===== config.mk =====
export PLATFORM = sky130hd
export DESIGN_NAME = ifsn_ram
export DESIGN_NICKNAME = d
export VERILOG_FILES = /design/src/design/ifsn_ram.sv
export SDC_FILE = /design/constraint.sdc
export NUM_CORES = 1
export LEC_CHECK = 0
export ABC_CLOCK_PERIOD_IN_PS = 4300
export BUFFER_PORTS_ARGS = -buffer_cell sky130_fd_sc_hd__buf_2
export CORE_ASPECT_RATIO = 0.75
export CORE_MARGIN = 2
export CORE_UTILIZATION = 40
export DETAILED_ROUTE_END_ITERATION = 10
export HOLD_SLACK_MARGIN = 0.03
export PLACE_DENSITY = 0.6
export SLEW_MARGIN = 20
export SYNTH_ARGS = -nofsm -noshare
export SYNTH_HDL_FRONTEND = slang
export SYNTH_SLANG_ARGS = --single-unit

===== constraint.sdc =====
create_clock -name i_clk -period 4.3 [get_ports i_clk]
set_clock_uncertainty 0.15 [all_clocks]
set_input_delay 0.43 -clock i_clk [delete_from_list [all_inputs] [get_ports i_clk]]
set_output_delay 0.43 -clock i_clk [all_outputs]
set_load 0.02 [all_outputs]

===== src/design/ifsn_ram.sv =====
// Generic single-clock RAM: one write port, one read port, registered read data.
// No dependencies.
module ifsn_ram #(
    parameter int WIDTH = 24,
    parameter int DEPTH = 64
) (
    input  logic                     i_clk,
    input  logic                     i_we,
    input  logic [$clog2(DEPTH)-1:0] i_waddr,
    input  logic [WIDTH-1:0]         i_wdata,
    input  logic [$clog2(DEPTH)-1:0] i_raddr,
    output logic [WIDTH-1:0]         o_rdata
);

    logic [WIDTH-1:0] r_mem [DEPTH];
    logic [WIDTH-1:0] r_rdata;

    always_ff @(posedge i_clk) begin
        if (i_we) begin
            r_mem[i_waddr] <= i_wdata;
        end
        r_rdata <= r_mem[i_raddr];
    end

    assign o_rdata = r_rdata;

endmodule


==> flow_summary_export.csv <==
group,metric,value,unit
pwr,vdd_drop_max,423,uV
cts,clock-root-buffer,"clkbuf_16",
global_route,grt_util_all_layers,19.4,%
layout,syn2layout_area_growth,13.9,%
floorplan,dieHeight,337,microns
floorplan,core-area,0.147,sq mm
sta,finalSetupViolCount,0,
place,postPlaceCellArea,0.0628,sq mm
cts,clk_path_buf_depth,3,
pwr,power_density,459,mW/mm^2
worst_setup_path,path_max_fanout,17,
worst_setup_path,crit_path_start_kind,"input port",
cts,cts_tree,"built",
global_route,antenna_found_initial,9,
worst_setup_path,path_buf_inv,3,
detailed_routing,wl_per_cell,29.8,microns
status,status,"finished clean",
sta,post-route-period-util,65.4,%
cts,cts-htree-levels,4,
detailed_routing,postRouteAntennaNets,0,
cts,cts.sinks,1560,
sta,max_freq,355,MHz
yosys,netlist_area,0.0593,sq mm
sta,rsz0062_at_grt,"false",
layout,drive_above_1_share,30.0,%
worst_setup_path,worst_path_largest_cell_delay,590,ps
sta,tns,0,ps
sta,slew_violations,0,
sta,tightest_slew,1010,ps
cts,cts_resized,0,
floorplan,start_util,40.3,%
detailed_routing,drc,0,
detailed_routing,vias_per_cell,5.76,
floorplan,die-width,449,microns
layout,final_common_cell,"edfxtp_1",
layout,final_cell_mix,"1536 x edfxtp_1, 355 x mux4_2, 155 x clkbuf_16",
global_route,grt_overflow,0,
yosys,synthArstFlopShare,0,%
cts,insertion_delay,780,ps
yosys,synth_area_leader_cell,"edfxtp_1",
floorplan,dieArea,0.151,sq mm
sta,hold_viol,0,
floorplan,rows,122,
detailed_routing,dr_total_vias,28400,
yosys,syn_avg_cell_area,22.7,sq um
layout,fill_cells,12000,
place,dp_hpwl,85.7,mm
sta,layout_min_cycle_time,2810,ps
cts,path_clk_slew,60,ps
yosys,yosys-top-cells-area,"edfxtp_1 78%, mux4_2 13%, mux2i_1 1.6%, mux2_2 1.0%, dfxtp_1 0.81%",
yosys,yosys_warnings,0,
yosys,syn_inst,2610,
detailed_routing,wl,147,mm
place,gp_congestion,0.780,
yosys,yosys_register_bits,1560,
worst_setup_path,cp_slowest_cell,"nor2_2",
yosys,synth_fp_nets,2648,
global_route,grt_pass1_vias,28500,
detailed_routing,dr.pass1.iters,6,
layout,final_cell_area,0.0675,sq mm
yosys,synth_edf_count,1536,
layout,fin_nets,2858,
place,portBuffers,61,
yosys,netlist.area_leader.share,77.8,%
worst_setup_path,worstPathRequired,4560,ps
worst_setup_path,endpoint_kind,"register",
worst_setup_path,worstPathArrival,3070,ps
global_route,grt_max_degree,87,
worst_hold_path,holdCritPathClass,"in2reg",
global_route,grt_pass1_wl,209,mm
detailed_routing,drtIter0Drc,3617,
yosys,synth_flop_cell,"edfxtp_1",
job,cap_violations,0,
pwr,leakage,21.1,nW
worst_setup_path,critPathTopFamily,"buffers and inverters",
cts,numCtsBuffers,149,
worst_setup_path,path_class,"in2reg",
sta,relSlewSlack,32.6,%
yosys,synth.distinct_cells,40,
layout,final_util,45.9,%
worst_setup_path,path_cells,"dlygate4sd3_1 -> buf_2 -> nor2b_1 -> nand3_1 -> nor2_2 -> buf_4",
yosys,ys_seq_area_share,78.6,%
floorplan,ios,62,
==> where the power goes <==
group | leakage, nW | total, mW | switching [mW] | internal, mW
Sequential | 14.0 | 16.9 | 0.0769 | 16.8
Combinational | 4.78 | 1.54 | 0.971 | 0.573
Clock | 2.28 | 12.5 | 5.59 | 6.96
Total | 21.1 | 31.0 | 6.63 | 24.4
==> repair_timing <==
item | 4_1_cts | 5_1_grt
endpoints found under the setup margin | 0 | 0
hold buffers | 9 | 1
endpoints found under the hold margin | 92 | 15
setup buffers | 0 | 0
==> registers in the layout, indices dropped and copies added, names as in the netlist <==
signal,cells
o_rdata,24
r_mem,1536
==> metal layers <==
layer | track usage [%] | up-vias | part of all wire (%)
li1 | - | 11500 | -
met1 | 27.7 | 15400 | 43
met2 | 29.6 | 1245 | 46
met3 | 4.73 | 202 | 8.4
met4 | 5.53 | 4 | 2.3
met5 | 0 | - | 0.018
==> cells in the mapped netlist, types with 4 or more instances <==
library cell / count
a21oi_1: 22
buf_6: 8
a22oi_1: 29
a221o_1: 4
nand2b_1: 6
a221oi_1: 52
mux4_2: 355
buf_1: 13
o21ai_0: 12
buf_4: 31
a31oi_1: 13
buf_2: 45
o21a_1: 13
o22ai_1: 53
mux2_2: 53
or3_1: 10
mux2i_1: 95
edfxtp_1: 1536
nor2_1: 80
nand3_1: 20
nand2_1: 36
dfxtp_1: 24
clkbuf_1: 44
and3_1: 16
o21ai_1: 6
nor2b_1: 9
==> kinds of logic (layout without fill, tap and decap cells) <==
logic type,count (synthesis),count (layout),share of synthesized area [%]
DFF,1560,1560,78.6
muxes,503,503,16.1
AOI/OAI and AO/OA,207,207,2.44
and+or+nand+nor,196,196,1.56
buffers and inverters,144,475,1.31
other,0,3,0
==> final timing paths <==
kind / start / depth (start not counted) / to / slack [ps]
worst max register to register: r_mem[55][6]$_DFFE_PP_ / 5 / o_rdata[6]$_DFF_P_ / 1850
worst min register to register: r_mem[60][22]$_DFFE_PP_ / 4 / o_rdata[22]$_DFF_P_ / 750
worst min-delay path: i_wdata[3] / 1 / r_mem[7][3]$_DFFE_PP_ / 50
worst max-delay path: i_waddr[1] / 6 / r_mem[27][4]$_DFFE_PP_ / 1490
==> stage by stage <==
stage / setup WS, ps / instances / hold WS [ps] / power (mW)
final: 1490 / 4928 / 49.4 / 31.0
after global routing: 1460 / 4925 / 59.5 / 31.9
after CTS: 1590 / 4923 / 83.3 / 31.2
after detailed placement: 1050 / 4642 / 602 / 18.8
after global placement: 1050 / 4642 / 583 / 18.7
after floorplan: 1120 / 2610 / 379 / 18.1
==> final cells by class <==
| type | instances | area [sq um] | area share, % |
|---|---|---|---|
| flip-flops and latches | 1560 | 46600 | 69.0 |
| multi-input cells | 906 | 12100 | 17.9 |
| clock buffers | 201 | 4140 | 6.13 |
| well taps | 1984 | 2480 | 3.68 |
| repair buffers | 201 | 1720 | 2.55 |
| clock inverters | 71 | 480 | 0.711 |
| inverters | 2 | 7.51 | 0.0111 |
| diodes | 3 | 7.51 | 0.0111 |
Power figures use the tool's default switching activity.
