**src/design/ifsn_pkg.sv**
```systemverilog
// Shared types and constants of the symmetric-numerator IIR filter.
// No dependencies; imported by ifsn_mac and the filter core.
package ifsn_pkg;

    localparam int DEF_MAX_ZEROS = 32;
    localparam int DEF_MAX_POLES = 16;

    localparam int CFG_IDX_W  = 2;
    localparam int CFG_DATA_W = 17;

    // configuration register indexes
    localparam logic [CFG_IDX_W-1:0] REG_NUM_ZEROS   = 2'd0;
    localparam logic [CFG_IDX_W-1:0] REG_NUM_POLES   = 2'd1;
    localparam logic [CFG_IDX_W-1:0] REG_INPUT_SCALE = 2'd2;

    localparam logic [16:0] INPUT_SCALE_RST = 17'd65536;

    // item opcodes
    localparam logic [1:0] OP_SAMPLE   = 2'd0;
    localparam logic [1:0] OP_NUM_COEF = 2'd1;
    localparam logic [1:0] OP_FB_COEF  = 2'd2;

    localparam int DATA_W = 24;
    localparam int PROD_W = 48;
    localparam int XS_W   = 18;

    typedef struct packed {
        logic [1:0]         opcode;
        logic [5:0]         coef_index;
        logic signed [23:0] coef_value;
        logic signed [15:0] sample_in;
        logic               block_end;
    } t_in_beat;

    typedef struct packed {
        logic signed [23:0] filtered;
        logic               saturated;
        logic               block_end_out;
    } t_out_beat;

    typedef struct packed {
        logic mul_en;
        logic acc_clr;
        logic acc_en;
    } t_mac_ctl;

endpackage

```
**src/design/ifsn_mac.sv**
```systemverilog
// Shared 24x24 multiplier, product register, accumulator, and output rounding.
// Depends on ifsn_pkg.
module ifsn_mac #(
    parameter int N_TERMS = 49
) (
    input  logic                 i_clk,
    input  ifsn_pkg::t_mac_ctl   i_ctl,
    input  logic signed [23:0]   i_op_a,
    input  logic signed [23:0]   i_op_b,
    output logic signed [17:0]   o_scaled,
    output logic signed [23:0]   o_y,
    output logic                 o_sat
);
    import ifsn_pkg::*;

    localparam int ACCW = PROD_W + $clog2(N_TERMS) + 1;
    localparam logic signed [ACCW-1:0] YMAX = {{(ACCW-24){1'b0}}, 24'h7FFFFF};
    localparam logic signed [ACCW-1:0] YMIN = {{(ACCW-24){1'b1}}, 24'h800000};
    localparam logic signed [ACCW-1:0] RND  = ACCW'(1 << 19);

    logic signed [PROD_W-1:0] r_prod;
    logic signed [ACCW-1:0]   r_acc;
    logic signed [PROD_W-1:0] scl_sum;
    logic signed [ACCW-1:0]   rnd_sum;
    logic signed [ACCW-1:0]   y_wide;

    always_ff @(posedge i_clk) begin
        if (i_ctl.mul_en) begin
            r_prod <= i_op_a * i_op_b;
        end
        if (i_ctl.acc_clr) begin
            r_acc <= '0;
        end else if (i_ctl.acc_en) begin
            r_acc <= r_acc + {{(ACCW-PROD_W){r_prod[PROD_W-1]}}, r_prod};
        end
    end

    // sample * scale, rounded half up to sample units (Q1.16 scale)
    assign scl_sum  = r_prod + PROD_W'(32768);
    assign o_scaled = scl_sum[33:16];

    // Q.20 sum to sample units, half up, then clip
    assign rnd_sum = r_acc + RND;
    assign y_wide  = rnd_sum >>> 20;

    always_comb begin
        o_sat = 1'b0;
        o_y   = y_wide[23:0];
        if (y_wide > YMAX) begin
            o_y   = 24'sh7FFFFF;
            o_sat = 1'b1;
        end else if (y_wide < YMIN) begin
            o_y   = -24'sd8388608;
            o_sat = 1'b1;
        end
    end

endmodule

```
**config.mk**
```make
export PLATFORM = sky130hd
export DESIGN_NAME = ifsn_mac
export DESIGN_NICKNAME = d
export VERILOG_FILES = /design/src/design/ifsn_pkg.sv /design/src/design/ifsn_mac.sv
export SDC_FILE = /design/constraint.sdc
export NUM_CORES = 2
export LEC_CHECK = 0
export ABC_AREA = 1
export BUFFER_PORTS_ARGS = -buffer_cell sky130_fd_sc_hd__buf_2
export CORE_ASPECT_RATIO = 2
export CORE_UTILIZATION = 25
export CTS_BUF_LIST = sky130_fd_sc_hd__clkbuf_4 sky130_fd_sc_hd__clkbuf_8
export DETAILED_ROUTE_END_ITERATION = 16
export SYNTH_ARGS = -nofsm -noshare
export SYNTH_HDL_FRONTEND = slang
export SYNTH_SLANG_ARGS = --single-unit
```
**constraint.sdc**
```tcl
create_clock -name i_clk -period 15.7 [get_ports i_clk]
set_clock_uncertainty 0.15 [all_clocks]
set_input_delay 3.14 -clock i_clk [delete_from_list [all_inputs] [get_ports i_clk]]
set_output_delay 3.14 -clock i_clk [all_outputs]
set_load 0.05 [all_outputs]
```
==> impl_metrics.json <==
{
  "cts_inserted_buffers": 9,
  "clk_transition_reported_paths_ns": 0.12,
  "synthDistinctLibCells": 39,
  "die_footprint_um2": 128000,
  "area_share_of_the_leading_cell_type_in_the_synthesized_netlist_pct": 38.5,
  "cts_sinks": 103,
  "antenna_found_initial": 5,
  "global_route.overflow_total": 0,
  "setup_violations": 0,
  "ys_top_cells_by_count": "1199 x nand2_1, 1192 x inv_1, 608 x fa_1, 349 x nor2_1, 190 x ha_1",
  "route.vias.total": 27100,
  "cpMaxStageDelayCell": "fa_1",
  "crit_type": "in2reg",
  "synthesis.area_per_instance_um2": 7.22,
  "post_synthesis_net_count": 5234,
  "cp_common_cell": "fa_1",
  "setup_repair_after_global_routing_missed_its_margin": "false",
  "placeableCoreArea_um2": 125000,
  "grt.total_usage_pct": 17.7,
  "synth_sequential_area_ratio_pct": 8.04,
  "drt.antenna.violating_nets": 0,
  "cts_root_buf": "clkbuf_8",
  "drv_cap": 0,
  "ys_async_sr_fraction_pct": 0,
  "clk_latency_ns": 0.46,
  "required_worst_endpoint_ns": 15.81,
  "crit_path_max_incr_delay_ns": 0.78,
  "gp_congestion": 0.991,
  "critPathMaxFanout": 24,
  "post_route_cells_drive_above_1_share_pct": 3.22,
  "pin_count_of_the_biggest_net_entering_global_routing": 56,
  "start_util_pct": 25.2,
  "timing.final.crit_share_pct": 65.7,
  "reg2reg_to": "r_acc[53]",
  "dr.pass1.iters": 6,
  "syn_area_um2": 31600,
  "area_growth_pct": 7.48,
  "drt-vias-per-instance": 4.47,
  "slew-limit-headroom_pct": 23.4,
  "grt_pass1_wl_mm": 171,
  "worstSetupEndpointType": "flop",
  "final_max_slew_viol_count": 0,
  "worst-slew-pin-transition_ns": 1.14,
  "number_of_global_route_vias_before_repair": 30300,
  "port_buffers": 94,
  "worst_hold_path_type": "reg2reg",
  "clockBufferDepth": 2,
  "floorplan.die.height_um": 505,
  "period_minus_slack_ns": 10.31,
  "final-hold-violation-count": 0,
  "dpl.hpwl_mm": 95.3,
  "deepest_level_of_the_cts_h_tree": 3,
  "die_width_um": 254,
  "drt_wl_total_mm": 110,
  "syn_inst": 4384,
  "top_level_ports": 95,
  "cp_top_family": "adder cells",
  "leading_area_contributor_after_synthesis": "fa_1",
  "outcome": "complete, no violations",
  "cts_post_setup_buffers_inserted": 0,
  "cts-hold-fix-buffers": 0,
  "r2r.worst_path.cells": 12,
  "synth_flop_type": "dfxtp_1",
  "reg2reg_from": "r_prod[43]",
  "hold-path-cell-count": 2,
  "hold_path_end": "r_acc[0]",
  "nNetsFinal": 5228,
  "post_synthesis_sequential_element_count": 103,
  "cp_cell_sequence": "buf_2 -> nand2_1 -> inv_1 -> fa_1 -> fa_1 -> inv_1 -> fa_1 -> inv_1 -> fa_1 -> fa_1 -> fa_1 -> fa_1 -> ha_1 -> nand2_1 -> nor2_1 -> inv_1 -> nor2_1 -> inv_1 -> nor2_1 -> nand3_1 -> nand3_1 -> xor2_1",
  "timing.critical_path.from_type": "input port",
  "critical_path_buf_inv_count": 6,
  "fp-row-count": 184,
  "post_synth_main_area_contributors": "fa_1 38%, nand2_1 14%, inv_1 14%",
  "drc_errors": 0,
  "synthMostInstantiatedCell": "nand2_1",
  "ctsResizeCount": 0,
  "hold_path_startpoint": "r_acc[0]",
  "yosys_warnings": 0,
  "worst_ep_arrival_time_ns": 10.43,
  "timing.fmax_mhz": 96.9,
  "reg2reg_slack_ns": 12.41,
  "synth_edf_count": 48,
  "clock_tree_from_tritoncts": "yes",
  "drt_first_iter_violations": 1337,
  "final.setup.tns_ns": 0,
  "wl_per_cell_um": 18.2
}
[worst max-delay path by stage]
| stage | from | to | slack [ns] | depth (start not counted) |
|---|---|---|---|---|
| global route | i_op_a[23] | r_prod[38] | 5.05 | 22 |
| detailed placement | i_op_a[23] | r_prod[41] | 4.89 | 20 |
| global placement | i_op_a[23] | r_prod[41] | 4.90 | 20 |
| floorplan | i_op_a[23] | r_prod[47] | 6.21 | 25 |
| CTS | i_op_a[23] | r_prod[41] | 5.39 | 20 |
| finish | i_op_a[23] | r_prod[38] | 5.39 | 22 |
[logic make-up after synthesis]
group                    count (synthesis)  synth area share, %
AO/OA/AOI/OAI                          286                 4.90
XOR/XNOR                               117                 3.24
adder cells (fa/ha/maj)                798                 46.0
AND/OR/NAND/NOR                       1769                 22.2
flip-flops                             103                 8.04
buffers and inverters                 1311                 15.6
[final cells by class]
type                       count  area, um2
sequential                   103       2540
clock inverter                 7       83.8
antenna                        2       5.00
multi-input combinational   2970      24100
inverter                    1193       4480
tap                         1674       2090
fill                       13900      91500
timing repair buffer         101        523
clock buffer                   9        124
[stage by stage]
step	utilization, %	setup WS [ns]	cell area (um2)	hold WS, ns	std cells
detailed placement	26.9	4.89	33800	0.318	6041
CTS	27.1	5.39	34000	0.337	6057
global placement	26.9	4.90	33800	0.303	6041
finish	27.1	5.39	34000	0.333	6059
floorplan	-	6.21	31600	0.295	4384
global route	27.1	5.05	34000	0.375	6059
[state kept, by name, summed over array words and instances, names as in the netlist]
signal,count
r_acc,55
r_prod,48
[worst min-delay path: cells and delay by family, from the launching register on]
family,cells,cell delay [ns]
AO/OA/AOI/OAI,1,0.05
flip-flops,1,0.34
AND/OR/NAND/NOR,1,0.06
[layout by cell type, fill, tap and decap left out, types with 9 or more instances in the layout]
cell,Yosys,routed
dfxtp_1,55,55
xnor2_1,32,32
buf_2,0,94
fa_1,608,608
xor2_1,85,85
clkbuf_8,0,9
o21bai_1,31,31
nand2_1,1199,1199
edfxtp_1,48,48
ha_1,190,190
a21oi_1,139,139
nor3_1,24,24
a31oi_1,9,9
nor2_1,349,349
o21ai_0,95,95
nand4_1,28,28
inv_1,1192,1192
nand3_1,129,129
[metal layers]
layer | vias to the layer above | track usage (%) | wire length (um)
met5 | - | 0 | 28
met3 | 369 | 1.74 | 3670
met2 | 749 | 35.0 | 60800
met4 | 4 | 12.9 | 9420
li1 | 12700 | - | -
met1 | 13300 | 16.4 | 36500
Power is left out: the tool's default activity adds up to more than one toggle a clock period on the data nets, which glitch-free logic cannot reach.
